--- config.mk ---
export PLATFORM = sky130hd
export DESIGN_NAME = segy_trace_word_decoder_flat
export DESIGN_NICKNAME = d
export VERILOG_FILES = /design/src/hw/rtl/segy_pkg.sv /design/src/hw/rtl/segy_in_if.sv /design/src/hw/rtl/segy_out_if.sv /design/src/hw/rtl/segy_trace_word_decoder.sv /design/src/flat_wrapper.sv
export SDC_FILE = /design/constraint.sdc
export NUM_CORES = 1
export LEC_CHECK = 0
export BUFFER_PORTS_ARGS = -buffer_cell sky130_fd_sc_hd__buf_2
export CAP_MARGIN = 25
export CELL_PAD_IN_SITES_DETAIL_PLACEMENT = 1
export CELL_PAD_IN_SITES_GLOBAL_PLACEMENT = 1
export CORE_AREA = 2 2 230 232
export DETAILED_ROUTE_END_ITERATION = 10
export DIE_AREA = 0 0 232 234
export GPL_TIMING_DRIVEN = 0
export PLACE_DENSITY_LB_ADDON = 0.1
export SLEW_MARGIN = 20
export SYNTH_ARGS = -nofsm -noshare
export SYNTH_HDL_FRONTEND = slang
export SYNTH_SLANG_ARGS = --single-unit
--- constraint.sdc ---
create_clock -name clk -period 32.3 [get_ports clk]
set_clock_uncertainty 0.05 [all_clocks]
set_input_delay 8.075 -clock clk [delete_from_list [all_inputs] [get_ports clk]]
set_output_delay 8.075 -clock clk [all_outputs]
set_load 0.05 [all_outputs]
--- src/hw/rtl/segy_pkg.sv ---
// ----------------------------------------------------------------------------
// segy_pkg
// shared types, constants and conversion functions for the trace word decoder
// ----------------------------------------------------------------------------
package segy_pkg;

    localparam int unsigned HDR_WORDS = 60;
    localparam int unsigned POS_W     = 17;

    localparam logic [1:0] CFG_BIG_ENDIAN  = 2'd0;
    localparam logic [1:0] CFG_SAMPLE_FMT  = 2'd1;
    localparam logic [1:0] CFG_SAMPLES     = 2'd2;

    localparam logic [1:0] FMT_IBM    = 2'd0;
    localparam logic [1:0] FMT_INT    = 2'd1;
    localparam logic [1:0] FMT_IEEE   = 2'd2;
    localparam logic [1:0] FMT_UNUSED = 2'd3;

    localparam logic KIND_HEADER = 1'b0;
    localparam logic KIND_SAMPLE = 1'b1;

    typedef struct packed {
        logic        kind;
        logic [6:0]  field_index;
        logic [31:0] header_value;
        logic [15:0] sample_index;
        logic [31:0] sample_bits;
        logic [31:0] trace_index;
        logic        end_of_trace;
        logic        last_of_item;
    } res_t;

    typedef struct packed {
        logic       valid;
        logic       pair;
        logic [6:0] field;
    } hdr_map_t;

    function automatic logic [4:0] msb_pos(input logic [31:0] v);
        logic [4:0] p;
        p = 5'd0;
        for (int i = 1; i < 32; i++)
        begin
            if (v[i])
            begin
                p = 5'(i);
            end
        end
        return p;
    endfunction

    // shift right rounding to nearest even
    function automatic logic [31:0] shr_rne(input logic [31:0] v, input logic [4:0] s);
        logic [31:0] q;
        logic [31:0] mask;
        logic [31:0] rem;
        logic [31:0] half;
        q    = v >> s;
        mask = (32'd1 << s) - 32'd1;
        rem  = v & mask;
        half = (s == 5'd0) ? 32'd0 : (32'd1 << (s - 5'd1));
        if (s != 5'd0 && (rem > half || (rem == half && q[0])))
        begin
            q = q + 32'd1;
        end
        return q;
    endfunction

    function automatic logic [31:0] ibm_to_ieee(input logic [31:0] w);
        logic [31:0] sign;
        logic [6:0]  ex;
        logic [31:0] m;
        logic [4:0]  p;
        logic signed [10:0] biased;
        logic signed [10:0] s;
        logic [31:0] r;
        sign   = {w[31], 31'd0};
        ex     = w[30:24];
        m      = {8'd0, w[23:0]};
        p      = msb_pos(m);
        biased = 11'(signed'({6'd0, p})) + 11'(signed'({2'd0, ex, 2'd0})) - 11'sd153;
        s      = 11'sd131 - 11'(signed'({2'd0, ex, 2'd0}));
        if (m == 32'd0)
        begin
            r = sign;
        end
        else if (biased >= 11'sd255)
        begin
            r = sign | 32'h7F80_0000;
        end
        else if (biased >= 11'sd1)
        begin
            r = sign | (({21'd0, 11'(biased - 11'sd1)} << 23) + (m << (5'd23 - p)));
        end
        else if (s < 11'sd0)
        begin
            r = sign | (m << 5'(-s));
        end
        else if (s >= 11'sd26)
        begin
            r = sign;
        end
        else
        begin
            r = sign | shr_rne(m, 5'(s));
        end
        return r;
    endfunction

    function automatic logic [31:0] int_to_ieee(input logic [31:0] w);
        logic [31:0] mag;
        logic [31:0] sig;
        logic [4:0]  p;
        logic [31:0] r;
        mag = w[31] ? (32'd0 - w) : w;
        p   = msb_pos(mag);
        if (p <= 5'd23)
        begin
            sig = mag << (5'd23 - p);
        end
        else
        begin
            sig = shr_rne(mag, p - 5'd23);
        end
        if (mag == 32'd0)
        begin
            r = 32'd0;
        end
        else
        begin
            r = {w[31], 31'd0} | (({24'd0, 8'({3'd0, p} + 8'd126)} << 23) + sig);
        end
        return r;
    endfunction

    function automatic hdr_map_t hdr_map(input logic [5:0] pos);
        hdr_map_t h;
        h.valid = 1'b1;
        h.pair  = 1'b0;
        h.field = 7'd0;
        priority if (pos <= 6'd6)
        begin
            h.field = {1'b0, pos};
        end
        else if (pos <= 6'd8)
        begin
            h.pair  = 1'b1;
            h.field = 7'd7 + {pos - 6'd7, 1'b0};
        end
        else if (pos <= 6'd16)
        begin
            h.field = {1'b0, pos} + 7'd2;
        end
        else if (pos == 6'd17)
        begin
            h.pair  = 1'b1;
            h.field = 7'd19;
        end
        else if (pos <= 6'd21)
        begin
            h.field = {1'b0, pos} + 7'd3;
        end
        else if (pos <= 6'd44)
        begin
            h.pair  = 1'b1;
            h.field = 7'd25 + {pos - 6'd22, 1'b0};
        end
        else if (pos <= 6'd49)
        begin
            h.field = {1'b0, pos} + 7'd26;
        end
        else if (pos == 6'd50)
        begin
            h.pair  = 1'b1;
            h.field = 7'd76;
        end
        else
        begin
            h.valid = 1'b0;
        end
        return h;
    endfunction

endpackage

--- src/hw/rtl/segy_in_if.sv ---
// ----------------------------------------------------------------------------
// segy_in_if
// file word channel
// ----------------------------------------------------------------------------
interface segy_in_if;
    logic        valid;
    logic        ready;
    logic [31:0] file_word;

    modport source (output valid, output file_word, input ready);
    modport sink   (input valid, input file_word, output ready);
endinterface

--- src/hw/rtl/segy_out_if.sv ---
// ----------------------------------------------------------------------------
// segy_out_if
// decoded result channel
// ----------------------------------------------------------------------------
interface segy_out_if;
    logic        valid;
    logic        ready;
    logic        kind;
    logic [6:0]  field_index;
    logic signed [31:0] header_value;
    logic [15:0] sample_index;
    logic [31:0] sample_bits;
    logic [31:0] trace_index;
    logic        end_of_trace;
    logic        last_of_item;

    modport source (output valid, output kind, output field_index, output header_value,
                    output sample_index, output sample_bits, output trace_index,
                    output end_of_trace, output last_of_item, input ready);
    modport sink   (input valid, input kind, input field_index, input header_value,
                    input sample_index, input sample_bits, input trace_index,
                    input end_of_trace, input last_of_item, output ready);
endinterface

--- src/hw/rtl/segy_trace_word_decoder.sv ---
// ----------------------------------------------------------------------------
// segy_trace_word_decoder
// decodes seg-y trace records, one 32-bit file word per input transfer
// ----------------------------------------------------------------------------
// in_ch carries file words: 60 header words then samples_per_trace samples.
// out_ch carries results: header fields (kind 0) and converted samples (kind 1).
// cfg_we/cfg_index/cfg_wdata write big_endian, sample_format and
// samples_per_trace; write only while the block is idle.
// a word is decoded in the cycle it is accepted and its results sit in a
// two-entry result register, so the first result is presented from the next cycle.
// words giving one or no result are taken every cycle while out_ch is ready; a
// word giving two header fields holds off the next word until its first field has
// gone, as the single output port drains the result register one result per transfer.
// reset clears the word position, trace count and result count (the result slots
// keep their contents) and restores the register defaults (big endian, ibm float, one sample).
// when out_ch stalls, the held result stays put and in_ch is held off
// once the result register cannot take the next word's results.
// ----------------------------------------------------------------------------
module segy_trace_word_decoder
    import segy_pkg::*;
(
    input  logic        clk,
    input  logic        rst_n,
    input  logic        cfg_we,
    input  logic [1:0]  cfg_index,
    input  logic [15:0] cfg_wdata,
    segy_in_if.sink     in_ch,
    segy_out_if.source  out_ch
);

    logic               big_endian_reg;
    logic [1:0]         sample_format_reg;
    logic [15:0]        samples_reg;
    logic [POS_W-1:0]   pos_reg;
    logic [POS_W-1:0]   pos_next;
    logic [31:0]        trace_reg;
    logic [31:0]        trace_next;
    logic [1:0]         cnt_reg;
    logic [1:0]         cnt_next;
    res_t               slot0_reg;
    res_t               slot0_next;
    res_t               slot1_reg;
    res_t               slot1_next;

    logic               in_xfer;
    logic               out_xfer;
    logic [31:0]        w;
    hdr_map_t           hm;
    logic [15:0]        first_h;
    logic [15:0]        second_h;
    logic [15:0]        n_eff;
    logic [POS_W-1:0]   idx;
    logic               eot;
    logic [31:0]        sbits;
    res_t               r0;
    res_t               r1;
    logic [1:0]         nres;
    logic [1:0]         remain;

    assign in_ch.ready = (cnt_reg == 2'd0) || (cnt_reg == 2'd1 && out_ch.ready);
    assign in_xfer     = in_ch.valid && in_ch.ready;
    assign out_xfer    = out_ch.valid && out_ch.ready;

    always_comb
    begin
        w        = big_endian_reg ? in_ch.file_word :
                   {in_ch.file_word[7:0], in_ch.file_word[15:8],
                    in_ch.file_word[23:16], in_ch.file_word[31:24]};
        hm       = hdr_map(pos_reg[5:0]);
        first_h  = big_endian_reg ? w[31:16] : w[15:0];
        second_h = big_endian_reg ? w[15:0] : w[31:16];
        n_eff    = (samples_reg == 16'd0) ? 16'd1 : samples_reg;
        idx      = pos_reg - POS_W'(HDR_WORDS);
        eot      = idx >= POS_W'(n_eff - 16'd1);
        unique case (sample_format_reg)
            FMT_IBM:  sbits = ibm_to_ieee(w);
            FMT_INT:  sbits = int_to_ieee(w);
            FMT_IEEE: sbits = w;
            default:  sbits = 32'd0;
        endcase

        r0 = '0;
        r1 = '0;
        r0.trace_index = trace_reg;
        r1.trace_index = trace_reg;
        pos_next   = pos_reg;
        trace_next = trace_reg;
        nres       = 2'd0;
        if (pos_reg < POS_W'(HDR_WORDS))
        begin
            pos_next       = pos_reg + POS_W'(1);
            r0.kind        = KIND_HEADER;
            r0.field_index = hm.field;
            r1.kind        = KIND_HEADER;
            r1.field_index = hm.field + 7'd1;
            r1.header_value = {{16{second_h[15]}}, second_h};
            r1.last_of_item = 1'b1;
            if (!hm.valid)
            begin
                nres = 2'd0;
            end
            else if (hm.pair)
            begin
                nres            = 2'd2;
                r0.header_value = {{16{first_h[15]}}, first_h};
            end
            else
            begin
                nres            = 2'd1;
                r0.header_value = w;
                r0.last_of_item = 1'b1;
            end
        end
        else
        begin
            nres            = 2'd1;
            r0.kind         = KIND_SAMPLE;
            r0.sample_index = idx[15:0];
            r0.sample_bits  = sbits;
            r0.end_of_trace = eot;
            r0.last_of_item = 1'b1;
            if (eot)
            begin
                pos_next   = '0;
                trace_next = trace_reg + 32'd1;
            end
            else
            begin
                pos_next = pos_reg + POS_W'(1);
            end
        end
    end

    always_comb
    begin
        remain     = cnt_reg - {1'b0, out_xfer};
        slot0_next = slot0_reg;
        slot1_next = slot1_reg;
        cnt_next   = remain;
        if (out_xfer && cnt_reg == 2'd2)
        begin
            slot0_next = slot1_reg;
        end
        if (in_xfer)
        begin
            slot0_next = r0;
            slot1_next = r1;
            cnt_next   = nres;
        end
    end

    always_ff @(posedge clk or negedge rst_n)
    begin
        if (!rst_n)
        begin
            big_endian_reg    <= 1'b1;
            sample_format_reg <= FMT_IBM;
            samples_reg       <= 16'd1;
            pos_reg           <= '0;
            trace_reg         <= '0;
            cnt_reg           <= 2'd0;
        end
        else
        begin
            if (cfg_we)
            begin
                unique case (cfg_index)
                    CFG_BIG_ENDIAN: big_endian_reg    <= cfg_wdata[0];
                    CFG_SAMPLE_FMT: sample_format_reg <= cfg_wdata[1:0];
                    CFG_SAMPLES:    samples_reg       <= cfg_wdata;
                    default:        ;
                endcase
            end
            if (in_xfer)
            begin
                pos_reg   <= pos_next;
                trace_reg <= trace_next;
            end
            cnt_reg <= cnt_next;
        end
    end

    always_ff @(posedge clk)
    begin
        slot0_reg <= slot0_next;
        slot1_reg <= slot1_next;
    end

    assign out_ch.valid        = cnt_reg != 2'd0;
    assign out_ch.kind         = slot0_reg.kind;
    assign out_ch.field_index  = slot0_reg.field_index;
    assign out_ch.header_value = slot0_reg.header_value;
    assign out_ch.sample_index = slot0_reg.sample_index;
    assign out_ch.sample_bits  = slot0_reg.sample_bits;
    assign out_ch.trace_index  = slot0_reg.trace_index;
    assign out_ch.end_of_trace = slot0_reg.end_of_trace;
    assign out_ch.last_of_item = slot0_reg.last_of_item;

    a_cnt_range: assert property (@(posedge clk) disable iff (!rst_n)
        cnt_reg != 2'd3)
        else $error("result count out of range");

    a_no_accept_when_full: assert property (@(posedge clk) disable iff (!rst_n)
        in_xfer |-> cnt_reg != 2'd2)
        else $error("word accepted with result register full");

    a_pair_order: assert property (@(posedge clk) disable iff (!rst_n)
        cnt_reg == 2'd2 |-> !slot0_reg.last_of_item && slot1_reg.last_of_item)
        else $error("pair results out of order");

    a_pair_drain: assert property (@(posedge clk) disable iff (!rst_n)
        (cnt_reg == 2'd2 && out_xfer) |=> cnt_reg == 2'd1 && out_ch.last_of_item)
        else $error("second field of pair lost");

endmodule

--- src/flat_wrapper.sv ---
// flat-port wrapper written by rule: the top's interface ports become plain ports
module segy_trace_word_decoder_flat import segy_pkg::*;
  (clk, rst_n, cfg_we, cfg_index, cfg_wdata, in_ch_valid, in_ch_file_word, in_ch_ready, out_ch_valid, out_ch_kind, out_ch_field_index, out_ch_header_value, out_ch_sample_index, out_ch_sample_bits, out_ch_trace_index, out_ch_end_of_trace, out_ch_last_of_item, out_ch_ready);
  segy_in_if in_ch_i ();
  segy_out_if out_ch_i ();
  input  logic clk;
  input  logic rst_n;
  input  logic cfg_we;
  input  logic [1:0] cfg_index;
  input  logic [15:0] cfg_wdata;
  input wire logic [$bits(in_ch_i.valid)-1:0] in_ch_valid;
  input wire logic [$bits(in_ch_i.file_word)-1:0] in_ch_file_word;
  output wire logic [$bits(in_ch_i.ready)-1:0] in_ch_ready;
  output wire logic [$bits(out_ch_i.valid)-1:0] out_ch_valid;
  output wire logic [$bits(out_ch_i.kind)-1:0] out_ch_kind;
  output wire logic [$bits(out_ch_i.field_index)-1:0] out_ch_field_index;
  output wire logic [$bits(out_ch_i.header_value)-1:0] out_ch_header_value;
  output wire logic [$bits(out_ch_i.sample_index)-1:0] out_ch_sample_index;
  output wire logic [$bits(out_ch_i.sample_bits)-1:0] out_ch_sample_bits;
  output wire logic [$bits(out_ch_i.trace_index)-1:0] out_ch_trace_index;
  output wire logic [$bits(out_ch_i.end_of_trace)-1:0] out_ch_end_of_trace;
  output wire logic [$bits(out_ch_i.last_of_item)-1:0] out_ch_last_of_item;
  input wire logic [$bits(out_ch_i.ready)-1:0] out_ch_ready;
  assign in_ch_i.valid = in_ch_valid;
  assign in_ch_i.file_word = in_ch_file_word;
  assign in_ch_ready = in_ch_i.ready;
  assign out_ch_valid = out_ch_i.valid;
  assign out_ch_kind = out_ch_i.kind;
  assign out_ch_field_index = out_ch_i.field_index;
  assign out_ch_header_value = out_ch_i.header_value;
  assign out_ch_sample_index = out_ch_i.sample_index;
  assign out_ch_sample_bits = out_ch_i.sample_bits;
  assign out_ch_trace_index = out_ch_i.trace_index;
  assign out_ch_end_of_trace = out_ch_i.end_of_trace;
  assign out_ch_last_of_item = out_ch_i.last_of_item;
  assign out_ch_i.ready = out_ch_ready;
  segy_trace_word_decoder u_core (.clk(clk), .rst_n(rst_n), .cfg_we(cfg_we), .cfg_index(cfg_index), .cfg_wdata(cfg_wdata), .in_ch(in_ch_i), .out_ch(out_ch_i));
endmodule
==> metrics.md, run 1 <==
| Metric | Value |
|---|---|
| CTS root buf | clkbuf_16 |
| Core Box Area | 0.05202 sq mm |
| Switch Pwr | 1.611 mW |
| Clk pwr share | 0.121 |
| Die area | 0.05429 sq mm |
| Initial DRC count | 4435 |
| Largest delay share family, worst path | simple AND/OR/NAND/NOR gates |
| Initial Utilization | 0.4920 |
| DRC violations left | 0 |
| Combinational Power Share | 0.711 |
| Critical Path Source Type | primary input |
| Wirelength per Cell | 31.94 microns |
| Clock Sinks | 248 |
| Post-Route WL | 131.4 mm |
| Die width | 232 microns |
| TritonRoute pass-1 iters | 7 |
| Switching power share of the total | 0.5625 |
| Final Setup Violations | 0 |
| Multi-input gate area | 0.01743 sq mm |
| Final Non-Filler Cells | 4115 |
| Largest register FFs | 56 |
| Setup CP Type | in2reg |
| CP Max Fanout | 13 |
| Slew margin rel. | 0.1709 |
| Setup_tns | 0 ps |
| Sequential share of power | 0.168 |
| Netlist cell types | 108 |
| Synthesized area per cell | 8.026 sq um |
| Leak | 11.10 nW |
| Met3 Use GR | 0.1246 |
| CP max stage cell | a2111oi_0 |
| Max_cap viols | 0 |
| Met2 Use GR | 0.7198 |
| Worst skew pair latency | 590 ps |
| CTS tree | done |
| Layout cells sized above 1 | 0.1142 |
| Sequential-to-total area share from yosys stat | 0.2774 |
| Slowest stage delay, CP | 960 ps |
| Post_cts resized | 0 |
| PD cells | 100.3 mW/mm^2 |
| # rows | 84 |
| Fin. max-slew vios | 0 |
| First-pass GRT wire length | 192.1 mm |
| Clock buffer count from CTS | 29 |
| Synth area leaders | edfxtp_1 (21%), dfrtp_1 (6.6%), nand2_1 (6.6%) |
| Largest net degree at the start of global routing | 58 |
| Fin nets | 3583 |
| Fmax | 38.66 MHz |
| Crit end category | flop |
| Met1 Usage GRT | 0.5869 |
| Filler cell count | 6407 |
| WP data required | 32570 ps |
| Vias | 29.70k |
| CP arrival | 26140 ps |
| Cells after synthesis | 3189 |
| Unrepaired setup endpoints after global routing | false |
| Die height | 234 microns |
| GRT overflow | 0 |
| Top FF cell, synth | edfxtp_1 |
| I/O pin count | 179 |
| Register Area | 0.007099 sq mm |
| Postcts setup bufs | 0 |
| Tot GR Track Use | 0.4704 |
| Post-layout min period | 25870 ps |
| Worst vdd ir | 0.05774 mV |
| Internal | 1.253 mW |
| GPL Wtd Cong | 1.054 |
| H-tree depth | 1 |
| Number of buffers and inverters on the critical path | 14 |
| CTS clk-pin slew, worst paths | 70 ps |
| Fraction of registers with async set or reset after synthesis | 0.2823 |
| Cells after DPL | 4056 |
| Initial antenna violation count | 4 |
| Synthesized flop and latch total | 248 |
| HP Class | reg2reg |
| Via/cell ratio | 7.217 |
| Busiest grt layer | met2 |
| Number of port buffers | 164 |
| # hold bufs at CTS | 0 |
| Syn-to-layout area delta | 11.51% |
| Hold Vio Cnt, Final | 0 |
| Antenna-violating nets left | 0 |
| Yosys Warn Count | 0 |
| Final period util | 0.8008 |
| Yosys top cell area share | 0.2088 |
| DP Wirelength | 99.10 mm |
| Vias in the first global route | 29.66k |
| EDFF count, synth | 178 |
| CTS max path bufs | 3 |
| Status | finished clean |
| Least-Margin Pin Slew | 1235 ps |
| Mapped Area | 0.02560 sq mm |
| Biggest area consumer among synthesized cells | edfxtp_1 |
synth_stat cells, types with 35 or more instances:
| library cell | number |
|---|---|
| nand2b_1 | 36 |
| a31oi_1 | 49 |
| xnor2_1 | 124 |
| a21oi_1 | 187 |
| mux2_2 | 65 |
| nor2_1 | 287 |
| clkbuf_1 | 163 |
| o21ai_0 | 206 |
| a211oi_1 | 36 |
| nand2_1 | 453 |
| xor2_1 | 63 |
| inv_1 | 63 |
| dfrtp_1 | 68 |
| edfxtp_1 | 178 |
| o22ai_1 | 45 |
| mux2i_1 | 141 |
| nor3_1 | 106 |
| nand3_1 | 96 |
| nand4_1 | 38 |
| ha_1 | 122 |
| o211ai_1 | 43 |
| and3_1 | 35 |
power groups by stage:
stage / registers, mW / logic, mW / clock network (mW)
after global placement: 0.481 / 1.81 / 0
after detailed placement: 0.483 / 1.90 / 0
final: 0.481 / 2.04 / 0.347
after floorplan: 0.609 / 1.15 / 0
after global routing: 0.485 / 2.12 / 0.356
after CTS: 0.479 / 1.94 / 0.347
layout by cell type (no fill, tap or decap), drive strengths merged, types with 12 or more instances in the layout:
master / count
nand3: 96
nor3: 107
o22ai: 45
and2: 33
dfrtp: 68
clkbuf: 202
a21o: 23
edfxtp: 178
nand2b: 36
and3: 36
mux2: 65
a211oi: 36
or4: 12
nor4: 32
o21a: 23
a21oi: 188
a22o: 14
or2: 18
mux2i: 142
nor3b: 14
clkinv: 14
o221ai: 15
xor2: 63
xnor2: 126
o31ai: 27
o211ai: 44
a22oi: 16
inv: 67
nand2: 454
buf: 230
ha: 122
nor2b: 27
nand4: 39
a31oi: 50
nor2: 288
or3: 31
o21ai: 213
a221oi: 12
area by class of cell:
cell class / instances / share of cell area
Clock inverter: 15 / 0.005743
Clock buffer: 38 / 0.02836
Inverter: 69 / 0.009250
Timing Repair Buffer: 177 / 0.03516
Sequential cell: 248 / 0.2487
Multi-Input combinational cell: 2661 / 0.6105
Buffer: 217 / 0.03187
Tap cell: 688 / 0.03016
Antenna cell: 2 / 0.0001754
path summary, 6_finish.rpt:
| path | depth (start not counted) | slack, ps | startpoint | end |
|---|---|---|---|---|
| hold / removal | 0 | 410 | u_core.trace_reg[30]$_DFFE_PN0P_ | u_core.slot1_reg[32]$_DFFE_PP_ |
| min in group asynchronous | 1 | 7300 | rst_n | u_core.pos_reg[6]$_DFFE_PN0P_ |
| hold reg to reg | 0 | 410 | u_core.trace_reg[30]$_DFFE_PN0P_ | u_core.slot1_reg[32]$_DFFE_PP_ |
| setup / recovery | 55 | 6430 | in_ch_file_word[24] | u_core.out_ch.sample_bits[30]$_SDFFCE_PN0P_ |
| setup reg to reg | 63 | 11070 | u_core.big_endian_reg$_DFFE_PN1P_ | u_core.out_ch.sample_bits[30]$_SDFFCE_PN0P_ |
| max in group asynchronous | 2 | 24270 | rst_n | u_core.samples_reg[0]$_DFFE_PN1P_ |
cells by family after synthesis:
family | count (synthesis) | synth area share
AND/OR/NAND/NOR | 1260 | 0.2334
AO/OA/AOI/OAI | 862 | 0.2221
buffers and inverters | 286 | 0.04571
flip-flops | 248 | 0.2774
multiplexers | 217 | 0.09307
XOR/XNOR | 189 | 0.06614
adder cells (fa/ha/maj) | 125 | 0.06198
other | 2 | 0.0002934
routing by layer:
metal	vias to the layer above	wire, microns	part of all wire
li1	12260	-	-
met1	14520	48720	0.37
met2	2240	56870	0.43
met3	663	15650	0.12
met4	8	10130	0.077
met5	-	66	0.00050
metrics by stage:
| step | util | setup WS, ps | hold WS [ps] | power [mW] | cell area (sq um) |
|---|---|---|---|---|---|
| global placement | 0.5247 | 6696 | 383.0 | 2.291 | 27300 |
| floorplan | - | 11280 | 374.9 | 1.762 | 25620 |
| finish | 0.5486 | 6435 | 406.6 | 2.864 | 28540 |
| CTS | 0.5476 | 6922 | 404.0 | 2.762 | 28490 |
| detailed placement | 0.5289 | 6363 | 402.3 | 2.386 | 27520 |
| global route | 0.5485 | 5853 | 418.2 | 2.959 | 28540 |
Note: power is estimated with default switching activity, not from simulation.
==> run 2: changes to the inputs <==
--- a/config.mk
+++ b/config.mk
@@ -9,9 +9,9 @@
 export CAP_MARGIN = 25
 export CELL_PAD_IN_SITES_DETAIL_PLACEMENT = 1
 export CELL_PAD_IN_SITES_GLOBAL_PLACEMENT = 1
-export CORE_AREA = 2 2 230 232
+export CORE_AREA = 2 2 237 239
 export DETAILED_ROUTE_END_ITERATION = 10
-export DIE_AREA = 0 0 232 234
+export DIE_AREA = 0 0 239 241
 export GPL_TIMING_DRIVEN = 0
 export PLACE_DENSITY_LB_ADDON = 0.1
 export SLEW_MARGIN = 20
==> constraint.sdc (replaced) <==
create_clock -name clk -period 24.8 [get_ports clk]
set_clock_uncertainty 0.05 [all_clocks]
set_input_delay 6.2 -clock clk [delete_from_list [all_inputs] [get_ports clk]]
set_output_delay 6.2 -clock clk [all_outputs]
set_load 0.05 [all_outputs]
==> run 2 against run 1 <==
  * Routed wire length is 4.2% lower
  * Power rose by 28%
  * Flip-flop and latch count unchanged
  * Register-to-register slack lost 7800 ps
  * Critical endpoint unchanged
  * Largest power group unchanged
==> metrics.md, run 2 (synthesis results as in run 1) <==
| Metric | Value |
|---|---|
| Leak | 11.08 nW (-0.12%) |
| Vias in the first global route | 28.47k (-4.0%) |
| Filler cell count | 6786 (+5.9%) |
| GPL Wtd Cong | 1.064 (+0.95%) |
| Crit end category | flop |
| Initial Utilization | 0.4664 (-0.02558) |
| Cells after DPL | 4073 (+0.42%) |
| Tot GR Track Use | 0.4274 (-0.04308) |
| Worst skew pair latency | 600 ps (about the same) |
| Vias | 28.76k (-3.2%) |
| Largest net degree at the start of global routing | 55 (-5.2%) |
| Die area | 0.05760 sq mm (+6.1%) |
| Busiest grt layer | met2 |
| Setup_tns | 0 ps (unchanged) |
| DRC violations left | 0 (unchanged) |
| Syn-to-layout area delta | 11.30% |
| Max_cap viols | 0 (unchanged) |
| Least-Margin Pin Slew | 1122 ps (-112.8 ps) |
| Switching power share of the total | 0.5615 (-0.001075) |
| Status | finished clean |
| Fmax | 41.10 MHz |
| PD cells | 128.3 mW/mm^2 (+28%) |
| Initial antenna violation count | 0 (-4) |
| CTS max path bufs | 3 (unchanged) |
| WP data required | 25090 ps (-7480 ps) |
| CTS tree | done |
| CP arrival | 24630 ps (-1510 ps) |
| Hold Vio Cnt, Final | 0 (unchanged) |
| Slowest stage delay, CP | 790 ps (-170 ps) |
| H-tree depth | 1 (unchanged) |
| Final Setup Violations | 0 (unchanged) |
| Worst vdd ir | 0.07311 mV (+27%) |
| # rows | 86 (+2.4%) |
| Slew margin rel. | 0.2326 (+0.06176) |
| CTS root buf | clkbuf_16 |
| Die width | 239 microns (+3.0%) |
| First-pass GRT wire length | 185.6 mm (-3.4%) |
| Switch Pwr | 2.052 mW (+27%) |
| Fin nets | 3582 (-0.028%) |
| Combinational Power Share | 0.713 (+0.002) |
| Layout cells sized above 1 | 0.1130 (-0.001135) |
| CP Max Fanout | 13 (unchanged) |
| GRT overflow | 0 (unchanged) |
| Worst Hold End | u_core.slot1_reg[32]$_DFFE_PP_ |
| R2r setup slk | 3270 ps (-7800 ps) |
| Wirelength per Cell | 30.48 microns (-4.6%) |
| Hold path start | u_core.trace_reg[30]$_DFFE_PN0P_ |
| Clock Sinks | 248 (unchanged) |
| Internal | 1.602 mW (+28%) |
| Final period util | 0.9812 |
| Postcts setup bufs | 0 (unchanged) |
| Critical Path Source Type | primary input |
| Initial DRC count | 3633 (-18%) |
| Met1 Usage GRT | 0.5682 (-0.01872) |
| Met3 Use GR | 0.1056 (-0.01907) |
| Unrepaired setup endpoints after global routing | false |
| Clock buffer count from CTS | 28 (-3.4%) |
| Setup CP Type | in2reg |
| DP Wirelength | 97.01 mm (-2.1%) |
| I/O pin count | 179 (unchanged) |
| TritonRoute pass-1 iters | 7 (unchanged) |
| Die height | 241 microns (+3.0%) |
| Final Power | 3.654 mW (+28%) |
| Post-Route WL | 125.9 mm (-4.2%) |
| CP max stage cell | nor4_4 |
| Antenna-violating nets left | 0 (unchanged) |
| Clk pwr share | 0.117 (-0.004) |
| Final Non-Filler Cells | 4130 (+0.36%) |
| Number of port buffers | 164 (unchanged) |
| Register-to-Register Path Depth | 65 (+3.2%) |
| Sequential share of power | 0.171 (+0.003) |
| Reg2reg start | u_core.big_endian_reg$_DFFE_PN1P_ |
| Fin. max-slew vios | 0 (unchanged) |
| Largest register FFs | 56 (unchanged) |
| Post-layout min period | 24330 ps |
| WHS | 401.2 ps (-5.378 ps) |
| Hold depth | 0 (unchanged) |
| Core Box Area | 0.05488 sq mm (+5.5%) |
| CTS clk-pin slew, worst paths | 60 ps (about the same) |
| Met2 Use GR | 0.6478 (-0.07196) |
| Most frequent cells in the layout | nand2_1 (453), nor2_1 (287), o21ai_0 (206) |
| HP Class | reg2reg |
| Core Util, Final | 0.5191 (-0.02950) |
| Most common cell after layout, fill and taps aside | nand2_1 |
| Critical register-to-register path endpoint | u_core.out_ch.sample_bits[30]$_SDFFCE_PN0P_ |
| Via/cell ratio | 6.963 (-3.5%) |
-- run 2: timing repair --
action,CTS,global route
setup endpoints to repair,0,3
hold buffers,0,0
gates resized for setup,0,3
-- run 2: power groups by stage --
stage	Sequential, mW	Combinational, mW	Clock, mW
floorplan	0.794	1.50	0
global placement	0.630	2.37	0
detailed placement	0.628	2.46	0
CTS	0.622	2.49	0.427
global route	0.630	2.73	0.442
finish	0.623	2.60	0.427
-- run 2: how the worst max path moves through the flow --
stage	start	end	cells past startpoint
floorplan	in_ch_file_word[24]	u_core.out_ch.sample_bits[30]$_SDFFCE_PN0P_	56
global placement	in_ch_file_word[0]	u_core.out_ch.sample_bits[30]$_SDFFCE_PN0P_	57
detailed placement	in_ch_file_word[0]	u_core.out_ch.sample_bits[30]$_SDFFCE_PN0P_	57
CTS	in_ch_file_word[24]	u_core.out_ch.sample_bits[30]$_SDFFCE_PN0P_	57
global route	in_ch_file_word[24]	u_core.out_ch.sample_bits[30]$_SDFFCE_PN0P_	57
finish	in_ch_file_word[24]	u_core.out_ch.sample_bits[30]$_SDFFCE_PN0P_	57
-- run 2: cell type report --
| class | instances | area (sq um) | area share |
|---|---|---|---|
| antenna | 2 | 5.005 | 0.0001757 |
| buffer | 217 | 910.9 | 0.03197 |
| clock buffer | 36 | 760.7 | 0.02670 |
| clock inverter | 16 | 150.1 | 0.005271 |
| inverter | 69 | 264.0 | 0.009267 |
| multi-input combinational | 2661 | 17420 | 0.6116 |
| sequential | 248 | 7099 | 0.2492 |
| tap | 704 | 880.8 | 0.03092 |
| timing repair buffer | 177 | 992.2 | 0.03483 |
-- run 2: stage by stage --
stage	area, sq um	worst slack [ps]
2_1_floorplan	25620	5660
3_3_place_gp	27320	629.0
3_5_place_dp	27530	608.1
4_1_cts	28440	1102
5_1_grt	28480	29.42
6_report	28490	467.2
-- run 2: worst max-delay path, delay by kind of cell --
family	cells	cell delay, ps
AOI/OAI and AO/OA	15	4010
xor gates and xnor gates	2	590
adders and majority gates	5	1710
buffers and inverters	11	3850
muxes	2	1050
and+or+nand+nor	22	7150
-- run 2: per-layer routing --
layer	vias up	routed length, microns	share of wire
met5	-	0	0
met4	0	7299	0.058
met3	437	14290	0.11
met2	1874	53900	0.43
met1	14190	50390	0.40
li1	12260	-	-
